==> src/hw/rtl/assert_macros.svh <==
// Assertion shorthands; each expects clk and arst_n in scope.
`ifndef ASSERT_MACROS_SVH
`define ASSERT_MACROS_SVH

// Property must hold at every clock edge outside reset.
`define ASSERT_ALWAYS(label, prop, msg) \
	label: assert property (@(posedge clk) disable iff (!arst_n) (prop)) else $error(msg);

// Consequent must hold in the same cycle as the antecedent.
`define ASSERT_IMPL(label, ante, cons, msg) \
	label: assert property (@(posedge clk) disable iff (!arst_n) (ante) |-> (cons)) else $error(msg);

// Consequent must hold in the cycle after the antecedent.
`define ASSERT_NEXT(label, ante, cons, msg) \
	label: assert property (@(posedge clk) disable iff (!arst_n) (ante) |=> (cons)) else $error(msg);

`endif

==> src/hw/rtl/ihex_enc_pkg.sv <==
package ihex_enc_pkg;

	localparam int MAX_REC_BYTES = 16;
	localparam int REC_BYTES_W = 5;
	localparam int ADDR_W = 16;
	localparam logic [REC_BYTES_W-1:0] REC_BYTES_RST = 5'd16;
	localparam logic [ADDR_W-1:0] BASE_ADDR_RST = 16'h0000;

	localparam int CFG_IDX_W = 1;
	typedef enum logic [CFG_IDX_W-1:0] {
		REG_RECORD_BYTES = 1'b0,
		REG_BASE_ADDRESS = 1'b1
	} cfg_reg_t;

	// microprogram
	localparam int STEP_W = 5;
	localparam logic [STEP_W-1:0] STEP_DATA_HI = 5'd9;

	typedef enum logic [2:0] {
		SRC_CONST,
		SRC_CNT,
		SRC_AHI,
		SRC_ALO,
		SRC_DATA,
		SRC_CSUM
	} src_t;

	typedef enum logic [1:0] {
		JMP_NEXT,
		JMP_LOOP,
		JMP_REC_END,
		JMP_FINISH
	} jmp_t;

	typedef struct packed {
		src_t              src;
		logic              hi_nib;
		logic [7:0]        chr;
		jmp_t              jmp;
		logic [STEP_W-1:0] target;
		logic              rec_done;
		logic              eof_end;
	} ucode_t;

	typedef struct packed {
		logic loop_more;
		logic eof_pend;
	} seq_cond_t;

	localparam logic [7:0] CH_COLON = 8'h3A;
	localparam logic [7:0] CH_ZERO  = 8'h30;
	localparam logic [7:0] CH_ONE   = 8'h31;
	localparam logic [7:0] CH_F     = 8'h46;
	localparam logic [7:0] CH_CR    = 8'h0D;
	localparam logic [7:0] CH_LF    = 8'h0A;

	function automatic ucode_t mk_uw(input src_t src, input logic hi_nib,
			input logic [7:0] chr, input jmp_t jmp, input logic rec_done,
			input logic eof_end);
		ucode_t w;
		w.src      = src;
		w.hi_nib   = hi_nib;
		w.chr      = chr;
		w.jmp      = jmp;
		w.target   = STEP_DATA_HI;
		w.rec_done = rec_done;
		w.eof_end  = eof_end;
		return w;
	endfunction

	function automatic ucode_t ucode_rom(input logic [STEP_W-1:0] step);
		ucode_t w;
		case (step)
			5'd0:  w = mk_uw(SRC_CONST, 1'b0, CH_COLON, JMP_NEXT, 1'b0, 1'b0);
			5'd1:  w = mk_uw(SRC_CNT, 1'b1, CH_ZERO, JMP_NEXT, 1'b0, 1'b0);
			5'd2:  w = mk_uw(SRC_CNT, 1'b0, CH_ZERO, JMP_NEXT, 1'b0, 1'b0);
			5'd3:  w = mk_uw(SRC_AHI, 1'b1, CH_ZERO, JMP_NEXT, 1'b0, 1'b0);
			5'd4:  w = mk_uw(SRC_AHI, 1'b0, CH_ZERO, JMP_NEXT, 1'b0, 1'b0);
			5'd5:  w = mk_uw(SRC_ALO, 1'b1, CH_ZERO, JMP_NEXT, 1'b0, 1'b0);
			5'd6:  w = mk_uw(SRC_ALO, 1'b0, CH_ZERO, JMP_NEXT, 1'b0, 1'b0);
			5'd7:  w = mk_uw(SRC_CONST, 1'b0, CH_ZERO, JMP_NEXT, 1'b0, 1'b0);
			5'd8:  w = mk_uw(SRC_CONST, 1'b0, CH_ZERO, JMP_NEXT, 1'b0, 1'b0);
			5'd9:  w = mk_uw(SRC_DATA, 1'b1, CH_ZERO, JMP_NEXT, 1'b0, 1'b0);
			5'd10: w = mk_uw(SRC_DATA, 1'b0, CH_ZERO, JMP_LOOP, 1'b0, 1'b0);
			5'd11: w = mk_uw(SRC_CSUM, 1'b1, CH_ZERO, JMP_NEXT, 1'b0, 1'b0);
			5'd12: w = mk_uw(SRC_CSUM, 1'b0, CH_ZERO, JMP_NEXT, 1'b0, 1'b0);
			5'd13: w = mk_uw(SRC_CONST, 1'b0, CH_CR, JMP_NEXT, 1'b0, 1'b0);
			5'd14: w = mk_uw(SRC_CONST, 1'b0, CH_LF, JMP_REC_END, 1'b1, 1'b0);
			// end-of-file record
			5'd15: w = mk_uw(SRC_CONST, 1'b0, CH_COLON, JMP_NEXT, 1'b0, 1'b0);
			5'd16: w = mk_uw(SRC_CONST, 1'b0, CH_ZERO, JMP_NEXT, 1'b0, 1'b0);
			5'd17: w = mk_uw(SRC_CONST, 1'b0, CH_ZERO, JMP_NEXT, 1'b0, 1'b0);
			5'd18: w = mk_uw(SRC_CONST, 1'b0, CH_ZERO, JMP_NEXT, 1'b0, 1'b0);
			5'd19: w = mk_uw(SRC_CONST, 1'b0, CH_ZERO, JMP_NEXT, 1'b0, 1'b0);
			5'd20: w = mk_uw(SRC_CONST, 1'b0, CH_ZERO, JMP_NEXT, 1'b0, 1'b0);
			5'd21: w = mk_uw(SRC_CONST, 1'b0, CH_ZERO, JMP_NEXT, 1'b0, 1'b0);
			5'd22: w = mk_uw(SRC_CONST, 1'b0, CH_ZERO, JMP_NEXT, 1'b0, 1'b0);
			5'd23: w = mk_uw(SRC_CONST, 1'b0, CH_ONE, JMP_NEXT, 1'b0, 1'b0);
			5'd24: w = mk_uw(SRC_CONST, 1'b0, CH_F, JMP_NEXT, 1'b0, 1'b0);
			5'd25: w = mk_uw(SRC_CONST, 1'b0, CH_F, JMP_FINISH, 1'b0, 1'b1);
			default: w = mk_uw(SRC_CONST, 1'b0, CH_ZERO, JMP_FINISH, 1'b0, 1'b0);
		endcase
		return w;
	endfunction

	function automatic logic [7:0] hex_char(input logic [3:0] v);
		logic [7:0] c;
		if (v < 4'd10) begin
			c = CH_ZERO + 8'(v);
		end else begin
			c = 8'h41 + 8'(v) - 8'd10;
		end
		return c;
	endfunction

endpackage

==> src/hw/rtl/intel_hex_record_encoder_top.sv <==
// Intel HEX encoder: image bytes come in one word at a time and are buffered until
// record_bytes of them are held (or one is flagged last); the data record then leaves
// as ASCII, one character per cycle unless out_stall holds it: colon, count, address,
// type 00, data, checksum, CR LF. A last byte also flushes a partial record and
// appends ":00000001FF". A byte that completes no record does not stall the input.
// A microcoded sequencer drives one character per step, and input is stalled while
// it runs. The record buffer is a RAM whose read address advances once per data byte.
module intel_hex_record_encoder_top import ihex_enc_pkg::*; #(
	parameter int MAX_RECORD_BYTES = MAX_REC_BYTES
) (
	input  logic                 clk,
	input  logic                 arst_n,
	input  logic                 in_valid,
	output logic                 in_stall,
	input  logic [7:0]           data_byte,
	input  logic                 last_byte,
	output logic                 out_valid,
	input  logic                 out_stall,
	output logic [7:0]           out_char,
	output logic                 last_char,
	input  logic                 cfg_valid,
	output logic                 cfg_ready,
	input  logic [CFG_IDX_W-1:0] cfg_index,
	input  logic [ADDR_W-1:0]    cfg_data
);

	`include "assert_macros.svh"

	localparam int FILL_W = $clog2(MAX_RECORD_BYTES + 1);
	localparam int IDX_W  = (MAX_RECORD_BYTES > 1) ? $clog2(MAX_RECORD_BYTES) : 1;
	localparam int LEN_W  = (FILL_W > REC_BYTES_W) ? FILL_W : REC_BYTES_W;

	logic [REC_BYTES_W-1:0] record_bytes_q;
	logic [ADDR_W-1:0]      base_address_q;
	logic [ADDR_W-1:0]      record_address_q;
	logic [FILL_W-1:0]      fill_count_q;
	logic [7:0]             data_sum_q;
	logic [FILL_W-1:0]      idx_q;
	logic                   eof_pend_q;
	logic                   out_valid_q;
	logic [7:0]             out_char_q;
	logic                   last_char_q;

	logic              in_fire;
	logic              start;
	logic              busy;
	logic              emit;
	logic              end_char;
	ucode_t            uw;
	seq_cond_t         cond;
	logic [LEN_W-1:0]  eff_len;
	logic [FILL_W-1:0] fill_next;
	logic [FILL_W-1:0] raddr;
	logic [7:0]        rdata;
	logic [7:0]        src_byte;
	logic [7:0]        csum;
	logic [7:0]        chr;

	assign cfg_ready = 1'b1;
	assign in_stall  = busy;
	assign in_fire   = in_valid && !in_stall;
	assign out_valid = out_valid_q;
	assign out_char  = out_char_q;
	assign last_char = last_char_q;

	// clamp the record length into 1..MAX_RECORD_BYTES
	always_comb begin
		if (record_bytes_q == '0) begin
			eff_len = LEN_W'(1);
		end else if (LEN_W'(record_bytes_q) > LEN_W'(MAX_RECORD_BYTES)) begin
			eff_len = LEN_W'(MAX_RECORD_BYTES);
		end else begin
			eff_len = LEN_W'(record_bytes_q);
		end
	end

	assign fill_next = fill_count_q + 1'b1;
	assign start     = in_fire && (last_byte || (LEN_W'(fill_next) >= eff_len));

	assign emit     = busy && (!out_valid_q || !out_stall);
	assign end_char = (uw.jmp == JMP_FINISH) || ((uw.jmp == JMP_REC_END) && !eof_pend_q);

	assign cond.loop_more = (idx_q + 1'b1) < fill_count_q;
	assign cond.eof_pend  = eof_pend_q;

	ihex_enc_useq u_useq (
		.clk   (clk),
		.arst_n(arst_n),
		.start (start),
		.fire  (emit),
		.cond  (cond),
		.busy  (busy),
		.uw    (uw)
	);

	// prefetch the next data word as the low digit leaves
	assign raddr = (emit && (uw.src == SRC_DATA) && !uw.hi_nib) ? idx_q + 1'b1 : idx_q;

	ihex_enc_ram #(
		.WIDTH(8),
		.DEPTH(MAX_RECORD_BYTES)
	) u_buf (
		.clk  (clk),
		.we   (in_fire),
		.waddr(fill_count_q[IDX_W-1:0]),
		.wdata(data_byte),
		.raddr(raddr[IDX_W-1:0]),
		.rdata(rdata)
	);

	assign csum = 8'h00 - (8'(fill_count_q) + record_address_q[15:8]
		+ record_address_q[7:0] + data_sum_q);

	always_comb begin
		case (uw.src)
			SRC_CNT:  src_byte = 8'(fill_count_q);
			SRC_AHI:  src_byte = record_address_q[15:8];
			SRC_ALO:  src_byte = record_address_q[7:0];
			SRC_DATA: src_byte = rdata;
			SRC_CSUM: src_byte = csum;
			default:  src_byte = '0;
		endcase
		if (uw.src == SRC_CONST) begin
			chr = uw.chr;
		end else if (uw.hi_nib) begin
			chr = hex_char(src_byte[7:4]);
		end else begin
			chr = hex_char(src_byte[3:0]);
		end
	end

	always_ff @(posedge clk or negedge arst_n) begin
		if (!arst_n) begin
			record_bytes_q   <= REC_BYTES_RST;
			base_address_q   <= BASE_ADDR_RST;
			record_address_q <= BASE_ADDR_RST;
			fill_count_q     <= '0;
			data_sum_q       <= '0;
			idx_q            <= '0;
			eof_pend_q       <= 1'b0;
			out_valid_q      <= 1'b0;
			last_char_q      <= 1'b0;
		end else begin
			if (cfg_valid && cfg_ready) begin
				case (cfg_reg_t'(cfg_index))
					REG_RECORD_BYTES: record_bytes_q <= cfg_data[REC_BYTES_W-1:0];
					REG_BASE_ADDRESS: begin
						base_address_q <= cfg_data;
						if (fill_count_q == '0) begin
							record_address_q <= cfg_data;
						end
					end
					default: ;
				endcase
			end

			if (in_fire) begin
				fill_count_q <= fill_next;
				data_sum_q   <= data_sum_q + data_byte;
				idx_q        <= '0;
				eof_pend_q   <= last_byte;
			end

			if (emit) begin
				out_valid_q <= 1'b1;
				last_char_q <= end_char;
				if ((uw.src == SRC_DATA) && !uw.hi_nib) begin
					idx_q <= idx_q + 1'b1;
				end
				if (uw.rec_done) begin
					record_address_q <= record_address_q + ADDR_W'(fill_count_q);
					fill_count_q     <= '0;
					data_sum_q       <= '0;
				end
				if (uw.eof_end) begin
					record_address_q <= base_address_q;
				end
			end else if (!out_stall) begin
				out_valid_q <= 1'b0;
			end
		end
	end

	always_ff @(posedge clk) begin
		if (emit) begin
			out_char_q <= chr;
		end
	end

	`ASSERT_ALWAYS(a_fill_room, (busy || (fill_count_q < FILL_W'(MAX_RECORD_BYTES))), "buffer full while idle")
	`ASSERT_NEXT(a_rec_clear, (emit && uw.rec_done), ((fill_count_q == '0) && (data_sum_q == '0)), "record state not cleared")
	`ASSERT_NEXT(a_end_idle, (emit && end_char), (!busy && out_valid_q && last_char_q), "sequencer still running after final word")

endmodule

==> src/hw/rtl/ihex_enc_ram.sv <==
module ihex_enc_ram #(
	parameter int WIDTH = 8,
	parameter int DEPTH = 16,
	localparam int AW = (DEPTH > 1) ? $clog2(DEPTH) : 1
) (
	input  logic             clk,
	input  logic             we,
	input  logic [AW-1:0]    waddr,
	input  logic [WIDTH-1:0] wdata,
	input  logic [AW-1:0]    raddr,
	output logic [WIDTH-1:0] rdata
);

	logic [WIDTH-1:0] mem_q [DEPTH];

	always_ff @(posedge clk) begin
		if (we) begin
			mem_q[waddr] <= wdata;
		end
		rdata <= mem_q[raddr];
	end

endmodule

==> src/hw/rtl/ihex_enc_useq.sv <==
module ihex_enc_useq import ihex_enc_pkg::*; (
	input  logic      clk,
	input  logic      arst_n,
	input  logic      start,
	input  logic      fire,
	input  seq_cond_t cond,
	output logic      busy,
	output ucode_t    uw
);

	typedef enum logic {
		SQ_IDLE,
		SQ_RUN
	} sq_state_t;

	sq_state_t         state_q;
	logic [STEP_W-1:0] step_q;

	assign uw   = ucode_rom(step_q);
	assign busy = (state_q == SQ_RUN);

	always_ff @(posedge clk or negedge arst_n) begin
		if (!arst_n) begin
			state_q <= SQ_IDLE;
			step_q  <= '0;
		end else begin
			case (state_q)
				SQ_IDLE: begin
					step_q <= '0;
					if (start) begin
						state_q <= SQ_RUN;
					end
				end
				SQ_RUN: begin
					if (fire) begin
						case (uw.jmp)
							JMP_NEXT: step_q <= step_q + 1'b1;
							JMP_LOOP: begin
								step_q <= cond.loop_more ? uw.target : step_q + 1'b1;
							end
							JMP_REC_END: begin
								if (cond.eof_pend) begin
									step_q <= step_q + 1'b1;
								end else begin
									step_q  <= '0;
									state_q <= SQ_IDLE;
								end
							end
							default: begin
								step_q  <= '0;
								state_q <= SQ_IDLE;
							end
						endcase
					end
				end
				default: state_q <= SQ_IDLE;
			endcase
		end
	end

endmodule

==> config.mk <==
export PLATFORM = sky130hd
export DESIGN_NAME = intel_hex_record_encoder_top
export DESIGN_NICKNAME = d
export VERILOG_FILES = /design/src/hw/rtl/ihex_enc_pkg.sv /design/src/hw/rtl/intel_hex_record_encoder_top.sv /design/src/hw/rtl/ihex_enc_ram.sv /design/src/hw/rtl/ihex_enc_useq.sv
export VERILOG_INCLUDE_DIRS = /design/src /design/src/hw/rtl
export SDC_FILE = /design/constraint.sdc
export NUM_CORES = 1
export LEC_CHECK = 0
export BUFFER_PORTS_ARGS = -buffer_cell sky130_fd_sc_hd__buf_2
export CAP_MARGIN = 40
export CORE_ASPECT_RATIO = 0.6
export CORE_MARGIN = 1
export CORE_UTILIZATION = 50
export DETAILED_ROUTE_END_ITERATION = 8
export GPL_TIMING_DRIVEN = 0
export PLACE_DENSITY = 0.67
export SETUP_SLACK_MARGIN = 0.15
export SKIP_CTS_REPAIR_TIMING = 1
export SLEW_MARGIN = 20
export SYNTH_ARGS = -nofsm -noshare
export SYNTH_HDL_FRONTEND = slang
export SYNTH_SLANG_ARGS = --single-unit
==> constraint.sdc <==
create_clock -name clk -period 4.9 [get_ports clk]
set_clock_uncertainty 0.15 [all_clocks]
set_input_delay 0.98 -clock clk [delete_from_list [all_inputs] [get_ports clk]]
set_output_delay 0.98 -clock clk [all_outputs]
set_load 0.05 [all_outputs]
==> results of run 1 <==
worst register-to-register path: cells and delay by family, from the launching register on:
family | cells | cell delay (ns)
AO/OA/AOI/OAI | 5 | 0.97
buffers and inverters | 4 | 0.40
XOR/XNOR | 1 | 0.24
AND/OR/NAND/NOR | 1 | 0.10
flip-flops | 1 | 0.44
adder cells (fa/ha/maj) | 5 | 2.10
area by class of cell:
class	instances	share of cell area (%)
repair buffers	46	2.068
flip-flops and latches	207	45.38
clock buffers	29	4.391
clock inverters	7	0.6928
inverters	87	2.547
well taps	308	3.005
multi-input cells	684	40.00
plain buffers	53	1.912
kinds of logic after synthesis:
| family | share of synthesized area (%) |
|---|---|
| compound gates | 17.71 |
| simple gates | 9.780 |
| flops | 50.63 |
| buf+inv | 4.966 |
| mux | 6.099 |
| fa+ha+maj | 7.776 |
| xor+xnor | 2.973 |
| other cells | 0.06537 |
sequential cells by signal, summed over array words and instances (netlist names), 5 cells and up:
register and count:
fill_count_q 5, record_bytes_q 5, u_buf.mem_q 128, record_address_q 16, idx_q 5, data_sum_q 8
u_useq.step_q 5, u_buf.rdata 8, out_char 7, base_address_q 16
Yosys cell counts, drive strengths merged, types with 19 or more instances:
| library cell | number |
|---|---|
| and2 | 21 |
| inv | 85 |
| xnor2 | 31 |
| a211oi | 33 |
| nor2 | 64 |
| ha | 49 |
| clkbuf | 38 |
| o221ai | 33 |
| o21ai | 61 |
| mux2 | 40 |
| edfxtp | 135 |
| dfrtp | 63 |
| nand3 | 19 |
| mux2i | 25 |
| nand2 | 60 |
| a21oi | 51 |
per-stage QoR:
stage               hold slack (ns)  area, sq um  setup WS, ns  total power [W]  util, %
detailed placement           0.3435        12130        0.2678         0.006559    54.45
CTS                          0.1973        12780        0.2482         0.008172    57.37
floorplan                    0.3003        11490        0.8085         0.005441        -
finish                       0.2015        12820        0.2585         0.008327    57.55
global route                 0.2079        12820        0.1640         0.008905    57.55
global placement             0.3402        12070        0.3587         0.006445    54.19
power groups by stage:
stage | clock (W) | combinational [W] | sequential (W)
floorplan | 0 | 0.00307 | 0.00237
global placement | 0 | 0.00408 | 0.00237
detailed placement | 0 | 0.00419 | 0.00237
CTS | 0.00161 | 0.00423 | 0.00233
global route | 0.00169 | 0.00485 | 0.00237
finish | 0.00159 | 0.00439 | 0.00235
path summary, 6_finish.rpt:
check,cells past startpoint,end,from
worst max register to register,16,out_char[6],record_address_q[9]
max in group asynchronous,2,record_bytes_q[4],arst_n
worst min-delay path,1,idx_q[4],arst_n
worst max-delay path,16,out_char[6],record_address_q[9]
worst min register to register,1,base_address_q[6],base_address_q[6]
min in group clk,1,base_address_q[6],base_address_q[6]
per-layer routing:
| layer | track usage (%) | share of wire (%) | wire (um) |
|---|---|---|---|
| met5 | 0 | 0 | 0 |
| met4 | 3.779 | 1.1 | 337 |
| met2 | 34.75 | 37 | 11990 |
| met1 | 46.72 | 50 | 15990 |
| met3 | 8.978 | 12 | 3746 |
==> results by group, run 1 <==
Worst setup path
  • Cell mode on critical path: fa_1
  • Crit end category: flop
  • Crit path buf inv count: 4
  • Crit-path slowest cell: fa_1
  • Worst path required time: 5.00 ns
  • Internal reg-to-reg setup slack: 0.26 ns
  • Kind of cell adding the most delay to the critical path: adder cells
  • Critical path class: reg -> reg
  • Critical Path, Cell by Cell: inv_1, fa_1, inv_1, fa_1, fa_1, inv_1, ha_1, fa_1, a21o_1, a21oi_2, xor2_1, o31a_1, buf_4, o21ai_0, a32oi_1, nand2_1
  • Crit path largest cell delay: 0.53 ns
  • Worst Path Arrival: 4.74 ns
  • CP max FO: 3
  • Critical path startpoint category: flop

Timing
  • Setup total negative slack: 0 ns
  • Final Hold Fails: 0
  • Worst slew pin tran: 0.8261 ns
  • Max Transition Viols Final: 0
  • Max frequency: 0.2154 GHz
  • Final setup vio count: 0
  • Max-slew headroom: 44.93%
  • Fin crit share: 94.72%
  • Unrepaired setup endpoints after global routing: no
  • Tmin final: 4.641 ns

Route
  • Drt drc: 0
  • Drt first pass iters: 5
  • WL/cell: 22.56 um
  • DR vias: 8636
  • ANT nets after route: 0
  • Final WL: 32.06 mm
  • Vias per cell: 6.077
  • Drt initial violations: 911

Logic synthesis
  • Top-area cell type share of the netlist area: 35.29%
  • Syn Nets: 1125
  • Synth top area cells: edfxtp_1, dfrtp_1, ha_1, mux2_2, inv_1
  • Post-Syn Area: 0.01149 sq mm
  • Synth Warn #: 0
  • Seq/Total Area, Yosys: 50.63%
  • Synth unique cells: 82
  • Main flop type after synthesis: edfxtp_1
  • Ys async rst share: 30.92%
  • Gate Count Post-Synth: 1031
  • Avg Cell Area, Syn: 11.14 sq um
  • FF+latch count, synth: 207
  • Post-synth EDFFs: 135
  • Cell taking the most area after synthesis: edfxtp_1

Clocking
  • Clk_lat worst skew: 0.52 ns
  • Root buf cell: clkbuf_16
  • Clk slew on worst S/H paths: 0.07 ns
  • Num CTS Buffers: 20
  • CTS tree: done
  • Clock Path Buffers: 3
  • Clock Sinks: 207
  • CTS H-Tree Depth: 1

Global route
  • Initial antenna violation count: 0
  • GR Overflow Total: 0
  • Number of global-route vias before repair: 8030
  • First-pass GRT wire length: 48.85 mm
  • Largest net degree at the start of global routing: 48
  • GRT Util Overall: 28.00%

Pwr
  • Int Pwr: 0.004781 W
  • Max VDD drop: 419.5 uV
  • Flop pwr share: 28.2%
  • PD cells: 649.3 mW/mm^2
  • Leakage: 4.983 nW
  • Clock network power share: 19.1%
  • Switching power: 0.003545 W
  • Gate power share: 52.7%
  • Sw Share: 42.58%

Place
  • Placed cells: 1382
  • Port Buffers: 40
  • Hpwl dp: 23.60 mm
  • RD Place Congestion: 0.9546

Floorplan
  • Area of the core: 0.02228 sq mm
  • Die width: 197.7 um
  • Die Y: 119.4 um
  • Initial Util: 51.56%
  • DIE AREA: 0.02361 sq mm
  • Io pins: 43
  • Standard-cell rows: 42

Cells and area
  • Area Overhead vs Synth: 11.62%
  • Multi-input logic area: 0.005130 sq mm
  • Layout cell share with drive strength beyond 1: 14.20%
  • NumNets Final: 1193
  • Fillers: 1960
  • Commonest non-fill, non-tap cell in the layout: edfxtp_1
  • Non-Filler Instances: 1421
  • Most frequent cells in the layout: edfxtp_1, inv_1, nor2_1
  • Antenna Cells: 0
  • Flip-flop and latch area: 0.005819 sq mm

Worst hold path
  • Worst Hold Class: in -> async

Run
  • Max-cap violations: 0

Run status
  • Status: completed
No activity file was read; power rests on OpenSTA's default activity.
==> run 2, diff against run 1 <==
==> constraint.sdc (replaced) <==
create_clock -name clk -period 6 [get_ports clk]
set_clock_uncertainty 0.15 [all_clocks]
set_input_delay 1.2 -clock clk [delete_from_list [all_inputs] [get_ports clk]]
set_output_delay 1.2 -clock clk [all_outputs]
set_load 0.05 [all_outputs]
==> run 2 against run 1 <==
Effect of this change:
- sequential share of layout area rose by 0.12 points
- combinational power is 19% lower
- final area fell by 0.31%
==> results by group, run 2 (synthesis gave the netlist of run 1 again) <==
Pwr
  • Leakage: 4.965 nW (-0.36%)
  • Max VDD drop: 339.3 uV (-19%)
  • PD cells: 528.3 mW/mm^2 (-19%)

Timing
  • Fin crit share: 79.80% (-15 points)
  • Unrepaired setup endpoints after global routing: no
  • Worst slew pin tran: 0.8692 ns (+0.04310 ns)
  • Max-slew headroom: 42.05% (-2.9 points)
  • Tmin final: 4.788 ns (+0.1464 ns)
  • Max Transition Viols Final: 0 (unchanged)
  • Final Hold Fails: 0 (unchanged)
  • Max frequency: 0.2089 GHz (-3.1%)
  • Setup total negative slack: 0 ns (unchanged)
  • Final setup vio count: 0 (unchanged)

Place
  • Placed Area: 0.01213 sq mm (unchanged)
  • RD Place Congestion: 0.9546 (unchanged)
  • Hpwl dp: 23.60 mm (unchanged)
  • Port Buffers: 40 (unchanged)

Worst setup path
  • Critical path startpoint category: flop
  • Worst path required time: 6.10 ns (+1.10 ns)
  • Crit end category: flop
  • Critical path class: reg -> reg
  • Reg2Reg Depth: 16 (unchanged)
  • CP max FO: 3 (unchanged)
  • Worst Path Arrival: 4.89 ns (+0.15 ns)

Route
  • Final WL: 32.24 mm (+0.55%)
  • WL/cell: 22.74 um (+0.76%)
  • DR vias: 8668 (+0.37%)
  • Drt drc: 0 (unchanged)
  • Vias per cell: 6.113 (+0.58%)
  • Drt initial violations: 975 (+7.0%)
  • ANT nets after route: 0 (unchanged)
  • Drt first pass iters: 6 (+1)

Worst hold path
  • Hold depth: 1
  • Worst Hold Class: reg -> reg

Run status
  • Status: completed

Floorplan
  • Die Y: 119.4 um (unchanged)
  • Die width: 197.7 um (unchanged)
  • Area of the core: 0.02228 sq mm (unchanged)
  • DIE AREA: 0.02361 sq mm (unchanged)
  • Initial Util: 51.56% (unchanged)
  • Standard-cell rows: 42 (unchanged)
  • Io pins: 43 (unchanged)

Global route
  • Largest net degree at the start of global routing: 48 (unchanged)
  • Number of global-route vias before repair: 8030 (unchanged)
  • GR Overflow Total: 0 (unchanged)
  • First-pass GRT wire length: 48.85 mm (unchanged)
  • GRT Util Overall: 28.00% (unchanged)
  • Initial antenna violation count: 0 (unchanged)

Cells and area
  • Layout cell share with drive strength beyond 1: 13.42% (-0.77 points)
  • Area Overhead vs Synth: 11.27%
  • Commonest non-fill, non-tap cell in the layout: edfxtp_1
  • Final non-filler cell area: 0.01278 sq mm (-0.31%)
  • Largest registers: u_buf.mem_q (128), base_address_q (16), record_address_q (16)
  • Largest register FFs: 128 (unchanged)
  • Antenna Cells: 0 (unchanged)
  • NumNets Final: 1190 (-0.25%)
  • Largest reg by FF count: u_buf.mem_q
  • Most frequent cells in the layout: edfxtp_1, inv_1, nor2_1, dfrtp_1, o21ai_0

Clocking
  • Clk_lat worst skew: 0.52 ns (about the same)
  • CTS H-Tree Depth: 1 (unchanged)
  • Clock Sinks: 207 (unchanged)
  • Clk slew on worst S/H paths: 0.07 ns (about the same)
  • Num CTS Buffers: 20 (unchanged)
  • Clock Path Buffers: 3 (unchanged)
  • Root buf cell: clkbuf_16
  • CTS tree: done

Run
  • Max-cap violations: 0 (unchanged)
run 2: cell count changes in the layout (fill, tap and decap cells not counted), sizes merged:
cell,before,now
buf,61,58
run 2: critical path, stage by stage, from the launching register on:
cell and delay (ns):
dfrtp_1 0.46, inv_1 0.16, fa_1 0.54, inv_1 0.06, fa_1 0.41, fa_1 0.50, inv_1 0.05, ha_1 0.24
fa_1 0.42, xor2_1 0.18, nand2_1 0.06, o21ai_0 0.15, a21oi_1 0.38, ha_1 0.25, o21ai_0 0.10, a32oi_1 0.30
nand2_1 0.10
run 2: power breakdown:
| part | internal [W] | switching (W) |
|---|---|---|
| combinational | 0.00141 | 0.00212 |
| clock | 0.000742 | 0.000558 |
| sequential | 0.00172 | 0.000199 |
run 2: final timing paths:
| check | from | to | slack [ns] |
|---|---|---|---|
| worst max register to register | record_address_q[9] | out_char[6] | 1.21 |
| worst min-delay path | base_address_q[8] | base_address_q[8] | 0.36 |
| worst min register to register | base_address_q[8] | base_address_q[8] | 0.36 |
| worst max-delay path | record_address_q[9] | out_char[6] | 1.21 |
| min in group asynchronous | arst_n | idx_q[4] | 0.42 |
| max in group asynchronous | arst_n | record_bytes_q[4] | 4.68 |
run 2: cell type report:
type                    instances  area [sq um]
multi-input cells             684          5116
repair buffers                 43         242.7
plain buffers                  53         244.0
fillers                      1965          9498
inverters                      87         326.6
well taps                     308         385.4
flip-flops and latches        207          5817
clock inverters                 7         88.84
clock buffers                  29         563.0
run 2: routing by layer:
metal  global-route usage [%]  vias up  part of all wire [%]
met5                        0        -                     0
met4                    3.779        0                   1.0
met3                    8.978       27                    11
met2                    34.75      381                    37
met1                    46.72     4308                    50
li1                         -     3952                     -
run 2: metrics by stage:
| step | total power, W | util (%) | hold slack, ns | setup WS, ns | instances |
|---|---|---|---|---|---|
| detailed placement | 0.005356 | 54.45 | 0.3435 | 1.368 | 1382 |
| CTS | 0.006674 | 57.37 | 0.3594 | 1.348 | 1418 |
| global route | 0.007217 | 57.37 | 0.3751 | 1.107 | 1418 |
| global placement | 0.005263 | 54.19 | 0.3402 | 1.459 | 1379 |
| finish | 0.006753 | 57.37 | 0.3615 | 1.212 | 1418 |
| floorplan | 0.004443 | - | 0.3003 | 1.908 | 1031 |
==> run 3, diff against run 2 <==
--- a/config.mk
+++ b/config.mk
@@ -6,6 +6,7 @@
 export SDC_FILE = /design/constraint.sdc
 export NUM_CORES = 1
 export LEC_CHECK = 0
+export ABC_AREA = 1
 export BUFFER_PORTS_ARGS = -buffer_cell sky130_fd_sc_hd__buf_2
 export CAP_MARGIN = 40
 export CORE_ASPECT_RATIO = 0.6
@@ -13,7 +14,7 @@
 export CORE_UTILIZATION = 50
 export DETAILED_ROUTE_END_ITERATION = 8
 export GPL_TIMING_DRIVEN = 0
-export PLACE_DENSITY = 0.67
+export PLACE_DENSITY = 0.69
 export SETUP_SLACK_MARGIN = 0.15
 export SKIP_CTS_REPAIR_TIMING = 1
 export SLEW_MARGIN = 20
==> constraint.sdc (replaced) <==
create_clock -name clk -period 4.3 [get_ports clk]
set_clock_uncertainty 0.15 [all_clocks]
set_input_delay 0.86 -clock clk [delete_from_list [all_inputs] [get_ports clk]]
set_output_delay 0.86 -clock clk [all_outputs]
set_load 0.05 [all_outputs]
==> run 3 against run 2 <==
Effect of this change:
- die area is 2.4% higher
- global-route usage increased by 0.43 points
- critical path depth up 3
- clock power rose by 48%
==> results by group, run 3 <==
Run
  • Max-cap violations: 0 (unchanged)

Worst setup path
  • Critical path startpoint category: flop
  • Crit end category: flop
  • CP max FO: 4 (+1)
  • R2r startpoint: record_address_q[1]
  • Critical path class: reg -> reg
  • Worst Path Arrival: 4.19 ns (-0.70 ns)
  • Crit path from: record_address_q[1]
  • Internal reg-to-reg setup slack: 0.22 ns (-1.00 ns)
  • Worst path required time: 4.41 ns (-1.69 ns)

Logic synthesis
  • Post-Synth Simple-Gate Area: 25.51% (+16 points)
  • Main flop type after synthesis: edfxtp_1
  • Synth top cells by count: nand2_1, nand3_1, inv_1
  • Avg Cell Area, Syn: 8.685 sq um (-22%)
  • Most frequent cell after synthesis: nand2_1
  • Post-synth EDFFs: 135 (unchanged)
  • Seq/Total Area, Yosys: 49.43% (-1.2 points)
  • Synth top area cells: edfxtp_1, dfrtp_1, nand2_1, nand3_1, inv_1
  • Synth Warn #: 0 (unchanged)
  • Ys async rst share: 30.92% (unchanged)
  • Top-area cell type share of the netlist area: 34.45% (-0.84 points)
  • Synth Area in Compound Gates: 7.762% (-9.9 points)
  • Syn Nets: 1449 (+29%)
  • Gate Count Post-Synth: 1355 (+31%)
  • Synth unique cells: 48 (-41%)
  • Largest family of logic cells by synthesized area: simple AND/OR/NAND/NOR gates
  • Cell taking the most area after synthesis: edfxtp_1
  • Synth Area in Adders: 7.592% (-0.18 points)
  • Mux share of post-synthesis cell area: 0% (-6.1 points)
  • Synth Area in XOR/XNOR: 1.042% (-1.9 points)
  • FF+latch count, synth: 207 (unchanged)
  • Post-Syn Area: 0.01177 sq mm (+2.4%)

Floorplan
  • Standard-cell rows: 43 (+2.4%)
  • Initial Util: 50.98% (-0.58 points)
  • Io pins: 43 (unchanged)
  • Area of the core: 0.02308 sq mm (+3.6%)
  • DIE AREA: 0.02417 sq mm (+2.4%)
  • Die Y: 120.8 um (+1.2%)
  • Die width: 200.1 um (+1.2%)

Clocking
  • Clk_lat worst skew: 0.52 ns (about the same)
  • Num CTS Buffers: 22 (+10%)
  • Root buf cell: clkbuf_16
  • Clk slew on worst S/H paths: 0.07 ns (about the same)
  • Clock Sinks: 207 (unchanged)
  • CTS H-Tree Depth: 1 (unchanged)
  • Clock Path Buffers: 3 (unchanged)
  • CTS tree: done

Route
  • WL/cell: 18.87 um (-17%)
  • Final WL: 33.34 mm (+3.4%)
  • Drt drc: 0 (unchanged)
  • Drt first pass iters: 6 (unchanged)
  • ANT nets after route: 0 (unchanged)
  • DR vias: 9845 (+14%)
  • Vias per cell: 5.572 (-8.9%)
  • Drt initial violations: 1143 (+17%)

Pwr
  • PD cells: 751.4 mW/mm^2 (+42%)
  • Max VDD drop: 510.7 uV (+51%)
  • Leakage: 6.158 nW (+24%)

Global route
  • Number of global-route vias before repair: 8977 (+12%)
  • GR Overflow Total: 0 (unchanged)
  • Largest net degree at the start of global routing: 41 (-15%)
  • GRT Util Overall: 28.44% (+0.43 points)
  • First-pass GRT wire length: 51.32 mm (+5.1%)
  • Initial antenna violation count: 0 (unchanged)

Timing
  • Final setup vio count: 0 (unchanged)
  • Tmin final: 4.083 ns (-0.7047 ns)
  • Worst hold slack: 0.1114 ns (-0.2500 ns)
  • Max-slew headroom: 45.09% (+3.0 points)
  • Final Hold Fails: 0 (unchanged)
  • Worst slew pin tran: 0.8207 ns (-0.04853 ns)
  • Fin crit share: 94.96% (+15 points)
  • Max Transition Viols Final: 0 (unchanged)
  • Unrepaired setup endpoints after global routing: yes
  • Max frequency: 0.2449 GHz (+17%)

Worst hold path
  • Worst Hold Class: in -> async

Cells and area
  • Non-Filler Instances: 1767 (+25%)
  • Largest registers: u_buf.mem_q (128), base_address_q (16), record_address_q (16)
  • Most frequent cells in the layout: nand2_1, nand3_1, inv_1
  • Largest reg by FF count: u_buf.mem_q
  • Fin util: 57.72% (+0.34 points)
  • Area Overhead vs Synth: 13.21%
  • Layout cell share with drive strength beyond 1: 12.33% (-1.1 points)
  • Largest register FFs: 128 (unchanged)
  • NumNets Final: 1531 (+29%)
  • Commonest non-fill, non-tap cell in the layout: nand2_1
  • Antenna Cells: 0 (unchanged)

Place
  • Placed cells: 1713 (+24%)
  • Port Buffers: 40 (unchanged)
  • Hpwl dp: 24.82 mm (+5.2%)
  • RD Place Congestion: 0.9387 (-1.7%)

Run status
  • Status: completed
## run 3: cell count changes in the layout (fill, tap and decap cells not counted), moves of 26 or more
cell / before / now
a211oi_1: 32 / 6
mux2_2: 40 / 0
xnor2_1: 31 / 3
inv_1: 85 / 174
nand2_1: 59 / 343
nand3_1: 19 / 180
o221ai_1: 33 / 1
## run 3: where the power goes
group | total (W) | leakage [nW] | internal [W] | switching [W]
Clock | 0.00193 | 0.353 | 0.00114 | 0.000789
Sequential | 0.00266 | 2.06 | 0.00243 | 0.000231
Combinational | 0.00541 | 3.75 | 0.00196 | 0.00345
## run 3: final timing paths
check / cells after the start / to
worst max-delay path: 19 / out_char[6]
min in group clk: 2 / record_address_q[0]
worst max register to register: 19 / out_char[6]
max in group asynchronous: 2 / record_bytes_q[4]
worst min register to register: 2 / record_address_q[0]
worst min-delay path: 1 / record_address_q[12]
## run 3: kinds of logic (layout without fill, tap and decap cells)
group                      Yosys count  count (layout)
DFF                                207             207
other                                2               2
and+or+nand+nor                    669             669
xor gates and xnor gates            14              14
adders and majority gates           63              63
buffers and inverters              238             335
AOI/OAI and AO/OA                  162             162
## run 3: final cells by class
| cell class | count | area [sq um] |
|---|---|---|
| Multi-Input combinational cell | 910 | 5009 |
| Fill cell | 2088 | 9759 |
| Sequential cell | 207 | 5819 |
| Clock buffer | 36 | 684.4 |
| Tap cell | 315 | 394.1 |
| Timing Repair Buffer | 58 | 354.1 |
| Buffer | 50 | 301.5 |
| Clock inverter | 3 | 46.29 |
| Inverter | 188 | 713.2 |
## run 3: worst max-delay path, cell delays in order (launching register included)
cell and delay, ns:
dfrtp_2 0.41, inv_4 0.05, fa_2 0.56, inv_2 0.04, fa_2 0.33, fa_1 0.53
inv_2 0.05, ha_4 0.16, fa_2 0.40, xnor2_2 0.15, nor2_1 0.06, nor2_1 0.09
nand3_1 0.13, inv_2 0.11, ha_4 0.13, nand4_1 0.13, nand2_1 0.12, nand3_2 0.07
o21ai_1 0.08, nor2_1 0.05
## run 3: routing by layer
metal	vias up	wire length (um)	global-route usage, %
li1	4664	-	-
met1	4688	16590	47.53
met2	456	12480	35.70
met3	37	3859	7.838
met4	0	411	4.437
met5	-	0	0
## run 3: per-stage QoR
stage	setup slack [ns]	instance area, sq um	TNS, ns	power (W)
floorplan	0.3706	11770	0	0.006307
global placement	-0.08420	12360	-0.09148	0.007488
detailed placement	-0.1177	12400	-0.1639	0.007593
CTS	-0.1654	13130	-0.3132	0.009539
global route	0.03344	13320	0	0.01083
finish	0.2168	13320	0	0.01001
